==> src/design/psp_pkg.sv <==
// ----------------------------------------------------------------------------
// psp_pkg
// Types and constants of the sine PWM / power triangle block.
// ----------------------------------------------------------------------------
package psp_pkg;
  localparam int CORDIC_STEPS = 16;
  localparam logic signed [17:0] SINE_X0 = 18'sd19898;
  localparam logic [10:0] CUR_AMP_RST = 11'd620;
  localparam logic [19:0] MICRO = 20'd1000000;

  localparam logic [1:0] REG_FULL_SCALE = 2'd0;
  localparam logic [1:0] REG_FREQ       = 2'd1;
  localparam logic [1:0] REG_PWM_IVL    = 2'd2;
  localparam logic [1:0] REG_RPT_IVL    = 2'd3;

  function automatic logic [31:0] atan_turn(input logic [3:0] i);
    logic [31:0] v;
    case (i)
      4'd0: v = 32'd536870912;  4'd1: v = 32'd316933406;
      4'd2: v = 32'd167458907;  4'd3: v = 32'd85004756;
      4'd4: v = 32'd42667331;   4'd5: v = 32'd21354465;
      4'd6: v = 32'd10679838;   4'd7: v = 32'd5340245;
      4'd8: v = 32'd2670163;    4'd9: v = 32'd1335087;
      4'd10: v = 32'd667544;    4'd11: v = 32'd333772;
      4'd12: v = 32'd166886;    4'd13: v = 32'd83443;
      4'd14: v = 32'd41722;     4'd15: v = 32'd20861;
      default: v = 32'd0;
    endcase
    return v;
  endfunction

  // controller steps
  typedef enum logic [3:0] {
    ST_IDLE, ST_PREP, ST_TPH, ST_DIV, ST_SINV, ST_SINC, ST_SQRT, ST_ATAN,
    ST_AMP, ST_DONE
  } psp_state_t;

  // controller -> datapath commands
  typedef struct packed {
    logic load;     // latch input word
    logic prep;     // scaled knobs, products
    logic div_go;   // one step of shared divider
    logic div_amp;  // divider runs S / a
    logic sinv_init;
    logic sinc_init;
    logic cordic;   // one CORDIC step
    logic sqrt_step;
    logic atan_init;
    logic commit;   // update state, build result
    logic [1:0] div_sel;
  } psp_cmd_t;

  // datapath -> controller status
  typedef struct packed {
    logic do_pwm;
    logic do_rpt;
    logic div_done;
    logic cordic_done;
    logic sqrt_done;
  } psp_sts_t;

  typedef struct packed {
    logic        pwm_update;
    logic [11:0] duty_voltage;
    logic [11:0] duty_current;
    logic        report_valid;
    logic [21:0] real_power;
    logic [21:0] reactive_power;
    logic [22:0] apparent_power;
    logic [14:0] power_angle;
    logic [15:0] current_phase_out;
    logic [10:0] current_amplitude_out;
    logic [10:0] voltage_amplitude;
  } psp_res_t;

  typedef struct packed {
    logic [31:0] time_us;
    logic [11:0] knob_amplitude;
    logic [11:0] knob_phase;
    logic [11:0] knob_real;
    logic [11:0] knob_reactive;
  } psp_in_t;
endpackage

==> src/design/psp_ctrl.sv <==
// ----------------------------------------------------------------------------
// psp_ctrl
// Sequencer: steps the shared divider, CORDIC and root units.
// ----------------------------------------------------------------------------
module psp_ctrl import psp_pkg::*; (
  input  logic     clk,
  input  logic     rst_n,
  input  logic     in_fire,
  input  logic     out_fire,
  input  psp_sts_t sts,
  output psp_cmd_t cmd,
  output logic     busy,
  output logic     res_valid
);
  psp_state_t state_r, state_nxt;
  logic [1:0] dsel_r, dsel_nxt;
  logic       out_full_r, out_full_nxt;

  always_ff @(posedge clk) begin
    if (!rst_n) begin
      state_r    <= ST_IDLE;
      dsel_r     <= 2'd0;
      out_full_r <= 1'b0;
    end else begin
      state_r    <= state_nxt;
      dsel_r     <= dsel_nxt;
      out_full_r <= out_full_nxt;
    end
  end

  assign res_valid = out_full_r;

  always_comb begin
    state_nxt = state_r;
    dsel_nxt  = dsel_r;
    cmd       = '0;
    cmd.div_sel = dsel_r;
    busy      = 1'b1;
    case (state_r)
      ST_IDLE: begin
        busy = 1'b0;
        if (in_fire) begin
          cmd.load = 1'b1;
          state_nxt = ST_PREP;
        end
      end
      ST_PREP: begin
        // div 0: amplitude scale, div 1: phase scale
        cmd.prep = 1'b1;
        dsel_nxt = 2'd0;
        state_nxt = ST_DIV;
      end
      ST_DIV: begin
        cmd.div_go = 1'b1;
        if (sts.div_done) begin
          case (dsel_r)
            2'd0: dsel_nxt = 2'd1;
            2'd1: begin
              if (sts.do_pwm) begin
                dsel_nxt = 2'd2;
              end else begin
                state_nxt = ST_SQRT;
              end
            end
            2'd2: dsel_nxt = 2'd3;
            default: state_nxt = ST_TPH;
          endcase
        end
      end
      ST_TPH: begin
        // time angle now registered, start voltage sine
        cmd.sinv_init = 1'b1;
        state_nxt = ST_SINV;
      end
      ST_SINV: begin
        cmd.cordic = 1'b1;
        if (sts.cordic_done) begin
          cmd.sinc_init = 1'b1;
          state_nxt = ST_SINC;
        end
      end
      ST_SINC: begin
        cmd.cordic = 1'b1;
        if (sts.cordic_done) state_nxt = ST_SQRT;
      end
      ST_SQRT: begin
        if (!sts.do_rpt) begin
          state_nxt = ST_DONE;
        end else begin
          cmd.sqrt_step = 1'b1;
          if (sts.sqrt_done) begin
            cmd.atan_init = 1'b1;
            state_nxt = ST_ATAN;
          end
        end
      end
      ST_ATAN: begin
        cmd.cordic = 1'b1;
        if (sts.cordic_done) state_nxt = ST_AMP;
      end
      ST_AMP: begin
        cmd.div_go = 1'b1;
        cmd.div_amp = 1'b1;
        cmd.div_sel = 2'd3;
        if (sts.div_done) state_nxt = ST_DONE;
      end
      ST_DONE: begin
        // commit only once the output register is free
        if (!out_full_r || out_fire) begin
          cmd.commit = 1'b1;
          state_nxt = ST_IDLE;
        end
      end
      default: state_nxt = ST_IDLE;
    endcase
    out_full_nxt = out_full_r;
    if (out_fire) out_full_nxt = 1'b0;
    if (cmd.commit) out_full_nxt = 1'b1;
  end
endmodule

==> config.mk <==
export PLATFORM = sky130hd
export DESIGN_NAME = psp_ctrl
export DESIGN_NICKNAME = d
export VERILOG_FILES = /design/src/design/psp_pkg.sv /design/src/design/psp_ctrl.sv
export SDC_FILE = /design/constraint.sdc
export NUM_CORES = 1
export LEC_CHECK = 0
export BUFFER_PORTS_ARGS = -buffer_cell sky130_fd_sc_hd__buf_2
export CORE_MARGIN = 4
export CORE_UTILIZATION = 28
export CTS_CLUSTER_SIZE = 10
export DETAILED_ROUTE_END_ITERATION = 8
export GPL_TIMING_DRIVEN = 1
export PLACE_DENSITY = 0.55
export RECOVER_POWER = 25
export SYNTH_ARGS = -nofsm -noshare
export SYNTH_HDL_FRONTEND = slang
export SYNTH_SLANG_ARGS = --single-unit
==> constraint.sdc <==
create_clock -name clk -period 1.95 [get_ports clk]
set_clock_uncertainty 0.1 [all_clocks]
set_input_delay 0.0975 -clock clk [delete_from_list [all_inputs] [get_ports clk]]
set_output_delay 0.0975 -clock clk [all_outputs]
set_load 0.02 [all_outputs]
==> summary.txt, run 1 <==
CTS tree -> yes
Top-area cell type share of the netlist area -> 19.6%
Die area -> 3430 sq um
Upper clock frequency limit -> 528 MHz
Share of layout cells above drive strength 1 -> 48.3%
Max stage delay on crit path -> 0.54 ns
Status -> finished, final reports clean
Pwr dens -> 1100 nW/um^2
Setup TNS -> 0 ns
Hold_sp -> rst_n
Critical R2R Capture -> state_r[0]
Pre-CTS setup slack -> -0.0471 ns
Worst Path Buf+Inv -> 1
Final ANT Viol Nets -> 0
Area post-placement -> 913 sq um
Warnings from Yosys -> 0
Worst EP required -> 1.98 ns
Avg Vias per Cell -> 4.82
IO Pins -> 23
Max Root-Sink Buffers -> 2
Final Critical Period -> 1.90 ns
WS Path Type -> flip-flop to flip-flop
Max layer used -> met4
Vias in the first global route -> 721
Clock Sinks -> 7
Largest delay share family, worst path -> compound AO/OA/AOI/OAI gates
Power after layout -> 1.08 mW
Final hold vios -> 0
Synth area leader -> dfxtp_1
WL/cell -> 12.0 microns
Leak -> 0.448 nW
# nets final -> 132
Max Cap Viol -> 0
Rel. slew slack -> 75.3%
Critical Path Start Type -> flip-flop
Cell variety after synth -> 40
R2R Setup Slk -> 0.05 ns
Top cells by area, synth -> dfxtp_1 (20%), ha_1 (7.0%), nand2b_1 (5.2%), nor2b_1 (4.4%), mux2i_1 (4.2%)
RSZ-0062 raised after global routing -> true
Setup ws final -> 0.0548 ns
Register area share after synthesis -> 19.6%
Diodes inserted -> 0
Via Count -> 714
DR pass1 iterations -> 4
Synth Net Count -> 97
FF/Latch Area -> 155 sq um
Initial antenna violation count -> 0
Peak supply drop -> 0.530 mV
Mapped Area -> 716 sq um
Min-Delay Endpoint -> dsel_r[1]
Post-synth EDFFs -> 0
Post-route DRC violation count -> 0
Worst min path class -> input port to flip-flop
Slew Limit Fails -> 0
Reg clk slew, reported paths -> 0.06 ns
Starting Density -> 29.2%
Number of H-tree levels -> 1
Worst EP arrival -> 1.93 ns
Syn_area_per_cell -> 8.52 sq um
Reg2reg start -> state_r[3]
Commonest non-fill, non-tap cell in the layout -> buf_2
Hold slack -> 0.0281 ns
RePlAce Congestion -> 0.718
FILL cells -> 262
Final instance area -> 983 sq um
CTS Root Cell -> clkbuf_4
Die width -> 58.6 microns
Port Buf Inserts -> 22
FF+latch count, synth -> 7
CP cell instances -> or4_4 > o32ai_4 > a2111oi_4 > buf_4 > o21a_1 > o31a_1
Largest net degree at the start of global routing -> 11
Overall routing resource usage -> 11.1%
Worst skew pair latency -> 0.25 ns
Overflow after GRT -> 0
Synth Instances -> 84
Area Growth Syn to Fin -> 37.4%
Num rows -> 18
Initial DRC count -> 7
Final setup fails -> 0
Hold Path Stages -> 2
Commonest cells after routing, fill and taps aside -> buf_2 (21), buf_4 (14), nor2_1 (8)
First-pass GRT wire length -> 3020 microns
CORE AREA -> 2450 sq um
Metal-1 WL -> 809 microns
Slowest CP cell -> or4_4
Hpwl dp -> 1430 microns
WL met2 -> 871 microns
Clock buffer count from CTS -> 3
Metal3 WL -> 81 microns
Fin crit share -> 97.2%
Overall die height -> 58.6 microns
Async set-reset flop share out of synthesis -> 0%
Commonest register cell after synthesis -> dfxtp_1
Post-Route WL -> 1770 microns
Worst-margin pin slew -> 0.370 ns
Multi-input gate area -> 523 sq um
Post-CTS Hold Buffers -> 0
CP Capture Type -> flip-flop
Max Fanout on Critical Path -> 10
R2R depth -> 6
how the worst max path moves through the flow:
stage,endpoint,cells past startpoint,startpoint,slack [ns]
after floorplan,cmd[9],4,state_r[3],0.01
final,state_r[0],6,state_r[3],0.05
after global placement,state_r[2],7,dsel_r[0],0.01
after CTS,state_r[0],6,state_r[1],-0.004
after detailed placement,state_r[0],7,dsel_r[0],-0.05
after global routing,state_r[0],6,state_r[1],-0.007
per-layer routing:
metal | track usage, % | up-vias
li1 | - | 364
met1 | 13.9 | 336
met2 | 18.3 | 12
met3 | 2.19 | 2
met4 | 4.97 | 0
met5 | 0 | -
per-stage QoR:
stage | utilization, % | std cells
final | 40.1 | 148
after global routing | 40.1 | 148
after CTS | 39.2 | 147
after detailed placement | 37.2 | 142
after global placement | 37.2 | 142
after floorplan | - | 84
state kept, by name, indices dropped and copies added (netlist names):
signal,count
dsel_r,2
state_r,4
res_valid,1
cell usage after synthesis, types with 2 or more instances:
master and n:
or2_1 2, dfxtp_1 7, nor2_1 8, ha_1 4, buf_2 2, nand2b_1 6
o21a_1 2, mux2i_1 3, and2_1 2, nand2_1 4, nor2b_1 5, nor3_1 4
a21oi_1 2, inv_1 6, buf_4 2
power breakdown:
group / switching, mW / total [mW] / internal [mW]
registers: 0.0550 / 0.231 / 0.176
clock network: 0.0553 / 0.130 / 0.0750
logic: 0.361 / 0.716 / 0.355
total: 0.471 / 1.08 / 0.606
logic make-up (layout without fill, tap and decap cells):
family,after synthesis,count (layout),synth area share [%]
simple gates,39,39,32.9
mux,4,4,5.77
flops,7,7,19.6
compound gates,17,17,25.5
fa+ha+maj,4,4,6.99
buf+inv,13,47,9.26
final cells by class:
type | count | area share (%)
multi-input cells | 64 | 53.2
flip-flops and latches | 7 | 15.8
inverters | 7 | 2.67
clock inverters | 1 | 0.509
repair buffers | 36 | 21.8
clock buffers | 3 | 2.29
well taps | 30 | 3.82
repair_timing:
action | in CTS | in global routing
pin swaps | 1 | 4
resized for setup | 4 | 8
endpoints found under the setup margin | 8 | 6
buffers inserted | 1 | 1
(Power assumes the default switching activity.)
==> run 2: changes to the inputs <==
--- a/config.mk
+++ b/config.mk
@@ -5,13 +5,14 @@
 export SDC_FILE = /design/constraint.sdc
 export NUM_CORES = 1
 export LEC_CHECK = 0
+export ABC_AREA = 1
 export BUFFER_PORTS_ARGS = -buffer_cell sky130_fd_sc_hd__buf_2
 export CORE_MARGIN = 4
-export CORE_UTILIZATION = 28
+export CORE_UTILIZATION = 44
 export CTS_CLUSTER_SIZE = 10
 export DETAILED_ROUTE_END_ITERATION = 8
 export GPL_TIMING_DRIVEN = 1
-export PLACE_DENSITY = 0.55
+export PLACE_DENSITY = 0.77
 export RECOVER_POWER = 25
 export SYNTH_ARGS = -nofsm -noshare
 export SYNTH_HDL_FRONTEND = slang
==> run 2 against run 1 <==
Against the previous run:
- first-iteration DRC count grew to 4.6 times the previous value
- clock power hardly changed
- die area is 32% lower
- non-clock buffer count is 14 lower
- critical path depth stayed put
- setup slack better by 0.26 ns
- via count is 12% higher
- wire length is 2.1% lower
- worst hold slack better by 0.012 ns
- largest power group unchanged
==> summary.txt, run 2 <==
Peak supply drop -> 0.713 mV
Critical Path Start Type -> flip-flop
Commonest register cell after synthesis -> dfxtp_1
Upper clock frequency limit -> 610 MHz
Synth Instances -> 122
Final Critical Period -> 1.64 ns
Post-route DRC violation count -> 0
Post-Route WL -> 1730 microns
Max Fanout on Critical Path -> 6
Avg Vias per Cell -> 4.90
Met1 Usage GRT -> 18.2%
Non-filler instance count after layout -> 163
Num rows -> 14
Biggest register -> state_r
Rel. slew slack -> 75.4%
Pre-CTS setup slack -> 0.393 ns
Setup TNS -> 0 ns
Worst EP arrival -> 1.44 ns
Final setup fails -> 0
Sw Share -> 55.5%
Clk pwr share -> 10.5%
Pwr dens -> 1410 nW/um^2
Area Growth Syn to Fin -> 19.5%
Starting Density -> 47.1%
Commonest non-fill, non-tap cell in the layout -> nand2_1
Register area share after synthesis -> 19.5%
Max reg flops -> 4
Synth Area in Compound Gates -> 8.54%
Post-synthesis simple-gate area fraction -> 51.4%
Register share of total power -> 20.6%
Worst EP required -> 1.75 ns
Worst skew pair latency -> 0.25 ns
Reg2reg start -> dsel_r[0]
Post-CTS Hold Buffers -> 0
Fin crit share -> 84.0%
Dpl cells -> 159
Synth Net Count -> 135
Max Root-Sink Buffers -> 2
Reg clk slew, reported paths -> 0.05 ns
Hpwl dp -> 1490 microns
Post-synthesis adder-cell area fraction -> 6.97%
IO Pins -> 23
GRT Max-Usage Layer -> met2
Min-Delay Endpoint -> state_r[1]
CTS tree -> yes
Leak -> 0.512 nW
Count leader, synth -> nand2_1
Number of H-tree levels -> 1
Synth area leader -> dfxtp_1
Met3 Use GR -> 4.29%
Slew Limit Fails -> 0
R2R Setup Slk -> 0.39 ns
Overall routing resource usage -> 15.0%
RePlAce Congestion -> 0.906
Top cells by area, synth -> dfxtp_1 (20%), nand2_1 (17%), nor2_1 (11%), inv_1 (8.9%), nor2_2 (7.8%)
Die width -> 48.4 microns
Synth Area in XOR/XNOR -> 0%
Logic pwr share -> 68.9%
Mapped Area -> 718 sq um
Worst min path class -> input port to flip-flop
RSZ-0062 raised after global routing -> false
Overall die height -> 48.4 microns
FF+latch count, synth -> 7
WL/cell -> 10.6 microns
Initial antenna violation count -> 0
Mux cell area share after synthesis -> 0%
Vias in the first global route -> 701
Max Cap Viol -> 0
GRT met2 Usage -> 25.4%
Overflow after GRT -> 0
Worst-margin pin slew -> 0.368 ns
Hold_sp -> rst_n
Clock Sinks -> 7
Die area -> 2340 sq um
WS Path Type -> flip-flop to output port
Critical R2R Capture -> state_r[3]
Setup ws final -> 0.312 ns
Clock buffer count from CTS -> 3
Syn_area_per_cell -> 5.89 sq um
CORE AREA -> 1520 sq um
Warnings from Yosys -> 0
Via Count -> 799
Post-synth EDFFs -> 0
Switching power total -> 0.674 mW
Port Buf Inserts -> 22
Pint -> 0.539 mW
Final ANT Viol Nets -> 0
Final hold vios -> 0
Status -> finished, final reports clean
Post-CTS setup buffer count -> 0
Commonest cells after routing, fill and taps aside -> nand2_1 (32), nor2_1 (23), buf_2 (19)
Largest net degree at the start of global routing -> 8
CP Capture Type -> output port
Top post-synthesis cells by count -> nand2_1 (32), nor2_1 (21), inv_1 (17)
Async set-reset flop share out of synthesis -> 0%
Diodes inserted -> 0
R2R depth -> 10
Final instance area -> 858 sq um
# nets final -> 161
Top-area cell type share of the netlist area -> 19.5%
First-pass GRT wire length -> 2860 microns
Area post-placement -> 841 sq um
Post-CTS Resized -> 0
CTS Root Cell -> clkbuf_4
Initial DRC count -> 32
Cell variety after synth -> 23
FILL cells -> 148
DR pass1 iterations -> 6
Share of layout cells above drive strength 1 -> 27.9%
Combinational family with the most area after synthesis -> simple AND/OR/NAND/NOR gates
Power after layout -> 1.21 mW
Hold Path Stages -> 3
run 2: changes by cell type in the layout (fill, tap and decap cells not counted), sizes merged, moves of 3 or more:
cell / before / now
nand2b: 6 / 0
clkbuf: 4 / 7
nand2: 4 / 33
nor2: 8 / 32
nor3: 4 / 1
mux2i: 3 / 0
inv: 7 / 22
nor2b: 6 / 0
buf: 35 / 19
nand3: 0 / 9
run 2: final cells by class:
| class | count | area [sq um] | area share, % |
|---|---|---|---|
| tap | 16 | 20.0 | 2.33 |
| clock buffer | 4 | 26.3 | 3.06 |
| inverter | 24 | 90.1 | 10.5 |
| timing repair buffer | 22 | 106 | 12.4 |
| sequential | 7 | 140 | 16.3 |
| multi-input combinational | 90 | 475 | 55.4 |
run 2: worst max-delay path: stages, from the launching register on:
cell     delay, ns
dfxtp_1       0.38
nor2_2        0.28
nand2_1       0.13
nor2_2        0.13
inv_2         0.07
nand2_1       0.05
buf_2         0.16
run 2: through the flow:
| step | util [%] | hold slack, ns |
|---|---|---|
| detailed placement | 55.2 | 0.292 |
| finish | 56.3 | 0.0401 |
| global route | 56.3 | 0.0246 |
| global placement | 55.2 | 0.290 |
| floorplan | - | 0.115 |
| CTS | 56.9 | 0.0198 |
run 2: cells by family after synthesis:
| family | after synthesis |
|---|---|
| AND/OR/NAND/NOR | 77 |
| buffers and inverters | 25 |
| AO/OA/AOI/OAI | 9 |
| flip-flops | 7 |
| adder cells (fa/ha/maj) | 4 |
run 2: worst max-delay path by stage:
stage,from,end,slack [ns],cells after the start
finish,state_r[1],cmd[1],0.31,6
global route,state_r[0],cmd[2],0.17,5
CTS,state_r[1],cmd[1],0.30,6
detailed placement,dsel_r[0],state_r[3],0.39,10
global placement,dsel_r[0],state_r[3],0.46,10
floorplan,dsel_r[0],state_r[3],0.51,10
run 2: power groups by stage:
stage               combinational (mW)  clock, mW  sequential, mW
floorplan                        0.652          0           0.242
global placement                 0.828          0           0.249
detailed placement               0.845          0           0.255
CTS                              0.849      0.136           0.250
global route                     0.938      0.145           0.257
finish                           0.836      0.127           0.250
run 2: metal layers:
| layer | part of all wire [%] | vias up | wire [microns] |
|---|---|---|---|
| met5 | 0 | - | 0 |
| met4 | 0 | 0 | 0 |
| met3 | 8.8 | 0 | 152 |
| met2 | 50 | 32 | 863 |
| met1 | 41 | 346 | 716 |
| li1 | - | 421 | - |
